==> config.mk <==
export PLATFORM = sky130hd
export DESIGN_NAME = indexed_list_insert_erase_unit
export DESIGN_NICKNAME = d
export VERILOG_FILES = /design/src/rtl/core/ilie_pkg.sv /design/src/rtl/core/ilie_front.sv /design/src/rtl/core/ilie_back.sv /design/src/rtl/core/indexed_list_insert_erase_unit.sv
export SDC_FILE = /design/constraint.sdc
export NUM_CORES = 2
export LEC_CHECK = 0
export ABC_AREA = 1
export BUFFER_PORTS_ARGS = -buffer_cell sky130_fd_sc_hd__buf_2
export CORE_ASPECT_RATIO = 0.9
export CORE_UTILIZATION = 59
export DETAILED_ROUTE_END_ITERATION = 10
export PLACE_DENSITY_LB_ADDON = 0.12
export REMOVE_ABC_BUFFERS = 1
export SETUP_SLACK_MARGIN = 0.5
export SYNTH_ARGS = -nofsm -noshare
export SYNTH_HDL_FRONTEND = slang
export SYNTH_SLANG_ARGS = --single-unit
==> constraint.sdc <==
create_clock -name clk -period 6.58 [get_ports clk]
set_clock_uncertainty 0.2 [all_clocks]
set_input_delay 0.987 -clock clk [delete_from_list [all_inputs] [get_ports clk]]
set_output_delay 0.987 -clock clk [all_outputs]
set_load 0.01 [all_outputs]
==> src/rtl/core/ilie_pkg.sv <==
// ilie_pkg: shared types and constants of the indexed list insert/erase unit
// no dependencies; used by ilie_front, ilie_back and the top level
package ilie_pkg;

	localparam int POS_W       = 5;
	localparam int DATA_W      = 32;
	localparam int EIDX_W      = 4;
	localparam int LEN_W       = 5;
	localparam int CMD_W       = 2;
	localparam int MAX_RESULTS = 16;
	localparam int Q_DEPTH     = 2;

	// command codes on the input port
	typedef enum logic [CMD_W-1:0] {
		CMD_INSERT = 2'd0,
		CMD_ERASE  = 2'd1,
		CMD_DUMP   = 2'd2
	} cmd_t;

	// decoded operation, one-hot or all zero for an unused code
	typedef struct packed {
		logic              ins;
		logic              ers;
		logic              dmp;
		logic [POS_W-1:0]  pos;
		logic [DATA_W-1:0] value;
	} op_t;

	// one result beat
	typedef struct packed {
		logic              success;
		logic              has_item;
		logic [DATA_W-1:0] entry_value;
		logic [EIDX_W-1:0] entry_index;
		logic [LEN_W-1:0]  list_length;
		logic              last;
	} res_t;

endpackage

==> src/rtl/core/ilie_front.sv <==
// ilie_front: accepts command beats, decodes them and holds them in a short queue
// depends on ilie_pkg
module ilie_front (
	input  logic                       clk,
	input  logic                       arst_n,
	input  logic                       push,
	output logic                       full,
	input  logic [ilie_pkg::CMD_W-1:0] command,
	input  logic [ilie_pkg::POS_W-1:0] position,
	input  logic [ilie_pkg::DATA_W-1:0] item_value,
	output logic                       op_valid,
	output ilie_pkg::op_t              op,
	input  logic                       op_pop
);

	localparam int PTR_W = (ilie_pkg::Q_DEPTH > 1) ? $clog2(ilie_pkg::Q_DEPTH) : 1;
	localparam int CNT_W = $clog2(ilie_pkg::Q_DEPTH + 1);

	ilie_pkg::op_t      queue_q [ilie_pkg::Q_DEPTH];
	logic [PTR_W-1:0]   wr_ptr_q;
	logic [PTR_W-1:0]   rd_ptr_q;
	logic [CNT_W-1:0]   fill_q;
	ilie_pkg::op_t      dec;
	logic               wr_en;
	logic               rd_en;

	// command decode
	always_comb begin
		dec       = '0;
		dec.pos   = position;
		dec.value = item_value;
		case (command)
			ilie_pkg::CMD_INSERT: dec.ins = 1'b1;
			ilie_pkg::CMD_ERASE:  dec.ers = 1'b1;
			ilie_pkg::CMD_DUMP:   dec.dmp = 1'b1;
			default:              dec.ins = 1'b0;
		endcase
	end

	assign full     = (fill_q == CNT_W'(ilie_pkg::Q_DEPTH));
	assign op_valid = (fill_q != '0);
	assign op       = queue_q[rd_ptr_q];
	assign wr_en    = push && !full;
	assign rd_en    = op_pop && op_valid;

	always_ff @(posedge clk) begin
		if (wr_en) begin
			queue_q[wr_ptr_q] <= dec;
		end
	end

	always_ff @(posedge clk or negedge arst_n) begin
		if (!arst_n) begin
			wr_ptr_q <= '0;
			rd_ptr_q <= '0;
			fill_q   <= '0;
		end else begin
			if (wr_en) begin
				wr_ptr_q <= (wr_ptr_q == PTR_W'(ilie_pkg::Q_DEPTH - 1)) ? '0 : wr_ptr_q + 1'b1;
			end
			if (rd_en) begin
				rd_ptr_q <= (rd_ptr_q == PTR_W'(ilie_pkg::Q_DEPTH - 1)) ? '0 : rd_ptr_q + 1'b1;
			end
			if (wr_en && !rd_en) begin
				fill_q <= fill_q + 1'b1;
			end else if (rd_en && !wr_en) begin
				fill_q <= fill_q - 1'b1;
			end
		end
	end

endmodule

==> src/rtl/core/ilie_back.sv <==
// ilie_back: list storage with parallel shift, dump sequencing and result register
// depends on ilie_pkg
module ilie_back #(
	parameter int CAPACITY = 16
) (
	input  logic          clk,
	input  logic          arst_n,
	input  logic          op_valid,
	input  ilie_pkg::op_t op,
	output logic          op_pop,
	output logic          res_valid,
	output ilie_pkg::res_t res,
	input  logic          res_pop
);

	localparam int CNT_W = $clog2(CAPACITY + 1);
	localparam int IDX_W = (CAPACITY > 1) ? $clog2(CAPACITY) : 1;
	localparam int CW    = (CNT_W > ilie_pkg::POS_W) ? CNT_W : ilie_pkg::POS_W;

	logic [ilie_pkg::DATA_W-1:0] entries_q [CAPACITY];
	logic [CNT_W-1:0]            count_q;
	logic [CW-1:0]               idx_q;
	logic                        res_valid_q;
	ilie_pkg::res_t              res_q;

	logic [CW-1:0]    cnt_c;
	logic [CW-1:0]    pos_c;
	logic [CW-1:0]    dump_n;
	logic [CW-1:0]    idx_inc;
	logic             take;
	logic             ins_ok;
	logic             ers_ok;
	logic             dump_fin;
	logic [CNT_W-1:0] count_nxt;
	ilie_pkg::res_t   res_nxt;

	assign cnt_c   = CW'(count_q);
	assign pos_c   = CW'(op.pos);
	assign idx_inc = idx_q + CW'(1);
	assign take    = op_valid && (!res_valid_q || res_pop);

	assign ins_ok   = op.ins && (cnt_c < CW'(CAPACITY)) && (pos_c <= cnt_c);
	assign ers_ok   = op.ers && (cnt_c != '0) && (pos_c < cnt_c);
	assign dump_n   = (cnt_c > CW'(ilie_pkg::MAX_RESULTS)) ? CW'(ilie_pkg::MAX_RESULTS) : cnt_c;
	assign dump_fin = (cnt_c == '0) || (idx_inc == dump_n);
	assign op_pop   = take && (!op.dmp || dump_fin);

	always_comb begin
		count_nxt = count_q;
		if (ins_ok) begin
			count_nxt = count_q + 1'b1;
		end else if (ers_ok) begin
			count_nxt = count_q - 1'b1;
		end
	end

	always_comb begin
		res_nxt             = '0;
		res_nxt.success     = ins_ok || ers_ok || op.dmp;
		res_nxt.has_item    = op.dmp && (cnt_c != '0);
		res_nxt.list_length = ilie_pkg::LEN_W'(count_nxt);
		res_nxt.last        = !op.dmp || dump_fin;
		if (res_nxt.has_item) begin
			res_nxt.entry_value = entries_q[idx_q[IDX_W-1:0]];
			res_nxt.entry_index = idx_q[ilie_pkg::EIDX_W-1:0];
		end
	end

	// list storage: all entries above an insert position or from an erase position up shift in parallel
	always_ff @(posedge clk) begin
		if (take) begin
			for (int i = 0; i < CAPACITY; i++) begin
				if (ins_ok) begin
					if (CW'(i) == pos_c) begin
						entries_q[i] <= op.value;
					end else if (CW'(i) > pos_c && i > 0) begin
						entries_q[i] <= entries_q[(i > 0) ? i - 1 : 0];
					end
				end else if (ers_ok) begin
					if (CW'(i) >= pos_c && i < CAPACITY - 1) begin
						entries_q[i] <= entries_q[(i < CAPACITY - 1) ? i + 1 : i];
					end
				end
			end
		end
	end

	always_ff @(posedge clk) begin
		if (take) begin
			res_q <= res_nxt;
		end
	end

	always_ff @(posedge clk or negedge arst_n) begin
		if (!arst_n) begin
			count_q     <= '0;
			idx_q       <= '0;
			res_valid_q <= 1'b0;
		end else begin
			if (take) begin
				count_q     <= count_nxt;
				res_valid_q <= 1'b1;
				idx_q       <= op_pop ? '0 : idx_inc;
			end else if (res_pop) begin
				res_valid_q <= 1'b0;
			end
		end
	end

	assign res_valid = res_valid_q;
	assign res       = res_q;

endmodule

==> src/rtl/core/indexed_list_insert_erase_unit.sv <==
// indexed_list_insert_erase_unit: top level of the fixed-capacity ordered list
// depends on ilie_pkg, ilie_front, ilie_back
//
//  channel  | handshake         | beat contents
//  ---------+-------------------+-----------------------------------------------
//  command  | push / full       | command, position, item_value
//  result   | empty / pop       | success, has_item, entry_value, entry_index,
//           |                   | list_length, last
//
// insert and erase complete in the back end with all entries shifting at once
// a dump gives one result beat per cycle while results are popped, min(length, 16) beats, one for an empty list
// the result register is the only place a finished beat waits; the back end runs
//   whenever that register is free or being popped this cycle
// a two-deep command queue separates front and back; a dump holds its slot while it streams
//   out, so one more command can still be pushed behind it
// reset clears the length, queue and result valid flag; list storage and result contents are not cleared
module indexed_list_insert_erase_unit #(
	parameter int CAPACITY = 16
) (
	input  logic                        clk,
	input  logic                        arst_n,
	// command side
	input  logic                        push,
	output logic                        full,
	input  logic [ilie_pkg::CMD_W-1:0]  command,
	input  logic [ilie_pkg::POS_W-1:0]  position,
	input  logic signed [ilie_pkg::DATA_W-1:0] item_value,
	// result side
	output logic                        empty,
	input  logic                        pop,
	output logic                        success,
	output logic                        has_item,
	output logic signed [ilie_pkg::DATA_W-1:0] entry_value,
	output logic [ilie_pkg::EIDX_W-1:0] entry_index,
	output logic [ilie_pkg::LEN_W-1:0]  list_length,
	output logic                        last
);

	// front to back queue head
	logic           op_valid;
	logic           op_pop;
	ilie_pkg::op_t  op;

	// result register
	logic           res_valid;
	ilie_pkg::res_t res;

	ilie_front u_front (
		.clk        (clk),
		.arst_n     (arst_n),
		.push       (push),
		.full       (full),
		.command    (command),
		.position   (position),
		.item_value (item_value),
		.op_valid   (op_valid),
		.op         (op),
		.op_pop     (op_pop)
	);

	ilie_back #(
		.CAPACITY (CAPACITY)
	) u_back (
		.clk       (clk),
		.arst_n    (arst_n),
		.op_valid  (op_valid),
		.op        (op),
		.op_pop    (op_pop),
		.res_valid (res_valid),
		.res       (res),
		.res_pop   (pop && res_valid)
	);

	// result beat fields
	assign empty       = !res_valid;
	assign success     = res.success;
	assign has_item    = res.has_item;
	assign entry_value = res.entry_value;
	assign entry_index = res.entry_index;
	assign list_length = res.list_length;
	assign last        = res.last;

	// back end never retires a command the queue does not hold
	assert property (@(posedge clk) disable iff (!arst_n) op_pop |-> op_valid)
		else $error("back end popped an empty command queue");

	// a full queue always presents a head to the back end
	assert property (@(posedge clk) disable iff (!arst_n) full |-> op_valid)
		else $error("queue full but no head visible");

	// a dumped entry lies inside the list it was read from
	assert property (@(posedge clk) disable iff (!arst_n)
		(CAPACITY <= 16 && !empty && has_item) |->
			(ilie_pkg::LEN_W'(entry_index) < list_length && success))
		else $error("dumped entry index outside list length");

endmodule

==> results.toml <==
[clocking]
clock_path_buffers = 3
clk-insertion-delay-late_ns = 0.63
htree_levels = 3
cts_setup_buffers = 0
clockRootBuffer = "clkbuf_16"
cts_inserted_buffers = 72
cts_hold_buf = 0
clkSinkCount = 651
cts_tree = "yes"
path_clk_slew_ns = 0.06
cts_resized = 0

[sta]
rsz0062_at_grt = "no"
setup_viol_count_final = 0
drv_slew = 0
timing.final.crit_share = 0.775
max_freq_mhz = 196
holdWs_ns = 0.0885
fin_tns_setup_ns = 0
hold_viol_final = 0
worst_slack_ns = 1.48
fin_crit_ns = 5.10
worst_slew_pin_slew_ns = 1.27
slew_headroom = 0.152

[power_and_ir_drop]
vdd.ir_drop.worst_mv = 0.375
intPower_mw = 10.8
p_switching_mw = 8.19
clkPwrFrac = 0.210
switching_share = 0.432
total_power_mw = 19.0
seqPwrFrac = 0.345
combPwrFrac = 0.444
p_leak_nw = 17.8
power.density_nw_per_um2 = 459

[drt]
drt_iter0_drc = 6024
wl_um = 125000
firstDrtPassIters = 11
ant_nets = 0
drc = 1
num_vias = 34500
post_drt_wl_per_cell_um = 22.1
viasPerCell = 6.09

[worst_setup_path]
path_delay_family = "simple AND/OR/NAND/NOR gates"
path_class = "reg2reg"
crit_top_cell = "nand2_1"
path_cells = "inv_2, nand2_1, nand2_1, inv_1, ha_1, a21oi_1, nand3_1, nor3_4, buf_4, nand2_4, inv_6, nand2_4, nand2_1, buf_4"
critPathLaunch = "u_front.rd_ptr_q"
crit_buf_inv = 5
required_ns = 6.68
max_stage_delay_ns = 0.83
timing.rr.start = "u_front.rd_ptr_q"
critPathMaxFanout = 43
endpoint_kind = "flop"
cp-start-kind = "flop"
cp_data_arrival_time_ns = 5.20
crit_slowest_cell = "nand2_1"

[placement]
placed_cell_area_um2 = 39100
dp_cells = 5539
dpl.hpwl_um = 82400
dp_slack_ns = 1.56
gp_congestion = 0.945
io_buffer_count = 88

[logic_synthesis]
ys.warnings.count = 0
synth_seq_cells = 651
ys_seq_area_frac = 0.511
syn_area_per_cell_um2 = 7.86
synth_area_leader_cell = "edfxtp_1"
syn-cell-area_um2 = 38100
synthArstFlopShare = 0.0230
ys.flop_type = "edfxtp_1"
synth_top_area_share = 0.501
synthCells = 4853
ys_types = 37
synth_edf_count = 636
synth_area_leaders = "edfxtp_1 (50%), nand2_1 (15%), nand3_1 (9.0%), o21ai_0 (6.2%), inv_1 (5.0%)"

[cells_and_area]
fin_cells = 5668
area_growth_pct = 8.25
n_antenna_cell = 0
final_common_cell = "nand2_1"
final_cell_mix = "nand2_1 (1521), nand3_1 (687), edfxtp_1 (636)"
fin_util = 0.645
multi_input_area_um2 = 15300
seqCellArea_um2 = 19500
layout-drive-gt1-share = 0.0817
fill_cells = 5545
nets = 4810
stdcell_area_um2 = 41300

[floorplan]
ioPinCount = 89
coreArea_um2 = 64000
die_h_um = 243
die_w_um = 270
dieArea_um2 = 65700
start_util = 0.596
rows = 88

[global_route]
grt-ovfl-total = 0
antenna_found_initial = 0
grtUsageTotal = 0.375
grt_pass1_vias = 30800
grt_pass1_wl_um = 190000
grt_max_degree = 190

[worst_hold_path]
hold_class = "in2async"

[run]
cap_viol_max_count = 0

[run_status]
outcome = "finished, violations left"
violations = "design-rule violations"
[worst paths after layout]
| path | slack [ns] | to | depth (start not counted) |
|---|---|---|---|
| worst min register to register | 0.34 | u_back.entries_q[14][23] | 2 |
| worst max-delay path | 1.48 | u_back.entries_q[1][10] | 14 |
| min in group clk | 0.34 | u_front.queue_q[0][0] | 1 |
| max in group asynchronous | 5.76 | u_back.idx_q[0] | 1 |
| worst min-delay path | 0.09 | u_back.cnt_c[0] | 1 |
| worst max register to register | 1.48 | u_back.entries_q[1][10] | 14 |
[power by group through the flow]
stage | combinational (mW) | sequential [mW] | clock [mW]
4_1_cts | 8.12 | 6.52 | 4.00
3_5_place_dp | 8.09 | 6.60 | 0
5_1_grt | 9.16 | 6.60 | 4.13
6_report | 8.43 | 6.55 | 3.99
2_1_floorplan | 4.87 | 6.78 | 0
3_3_place_gp | 7.90 | 6.58 | 0
[logic make-up (layout without fill, tap and decap cells)]
group,after synthesis,after routing,share of synthesized area
AOI/OAI and AO/OA,862,862,0.117
buffers and inverters,881,841,0.0935
and+or+nand+nor,2442,2442,0.274
xor gates and xnor gates,8,8,0.00184
adders and majority gates,9,9,0.00295
DFF,651,651,0.511
[cell type report]
type,instances,share of cell area
Sequential cell,651,0.472
Multi-Input combinational cell,3321,0.370
Clock buffer,101,0.0483
Inverter,514,0.0470
Timing Repair Buffer,198,0.0310
Tap cell,855,0.0259
Clock inverter,28,0.00588
[cell usage after synthesis, types with 8 or more instances]
cell / number
buf_1: 29
inv_1: 504
ha_1: 9
nand2_1: 1525
o211ai_1: 32
a21oi_1: 247
or2_2: 33
clkbuf_1: 179
a21o_1: 10
buf_2: 137
nand3_1: 689
buf_4: 19
nand3b_1: 66
o21ai_1: 74
o21ai_0: 471
a31oi_1: 23
dfrtp_1: 15
inv_2: 8
nor2_1: 106
edfxtp_1: 636
[sequential cells by signal, summed over array words and instances, names as in the netlist]
| signal | cells |
|---|---|
| u_front.rd_ptr_q | 1 |
| u_back.entries_q | 512 |
| u_back.res | 44 |
| u_front.wr_ptr_q | 1 |
| u_back.idx_q | 5 |
| u_front.fill_q | 2 |
| u_back.res_valid | 1 |
| u_back.cnt_c | 5 |
| u_front.queue_q | 80 |
[layer usage]
| layer | global-route usage | vias up | share of wire |
|---|---|---|---|
| li1 | - | 16000 | - |
| met1 | 0.580 | 15700 | 0.42 |
| met2 | 0.514 | 2622 | 0.40 |
| met3 | 0.109 | 214 | 0.16 |
| met4 | 0.0872 | 0 | 0.019 |
| met5 | 0 | - | 0 |
[worst reg2reg max path: cells and delay by family (launching register included)]
kind	cells	cell delay (ns)
and+or+nand+nor	7	2.15
AOI/OAI and AO/OA	1	0.19
DFF	1	0.39
adders and majority gates	1	0.30
buffers and inverters	5	1.52
No activity file was read; power rests on OpenSTA's default activity.
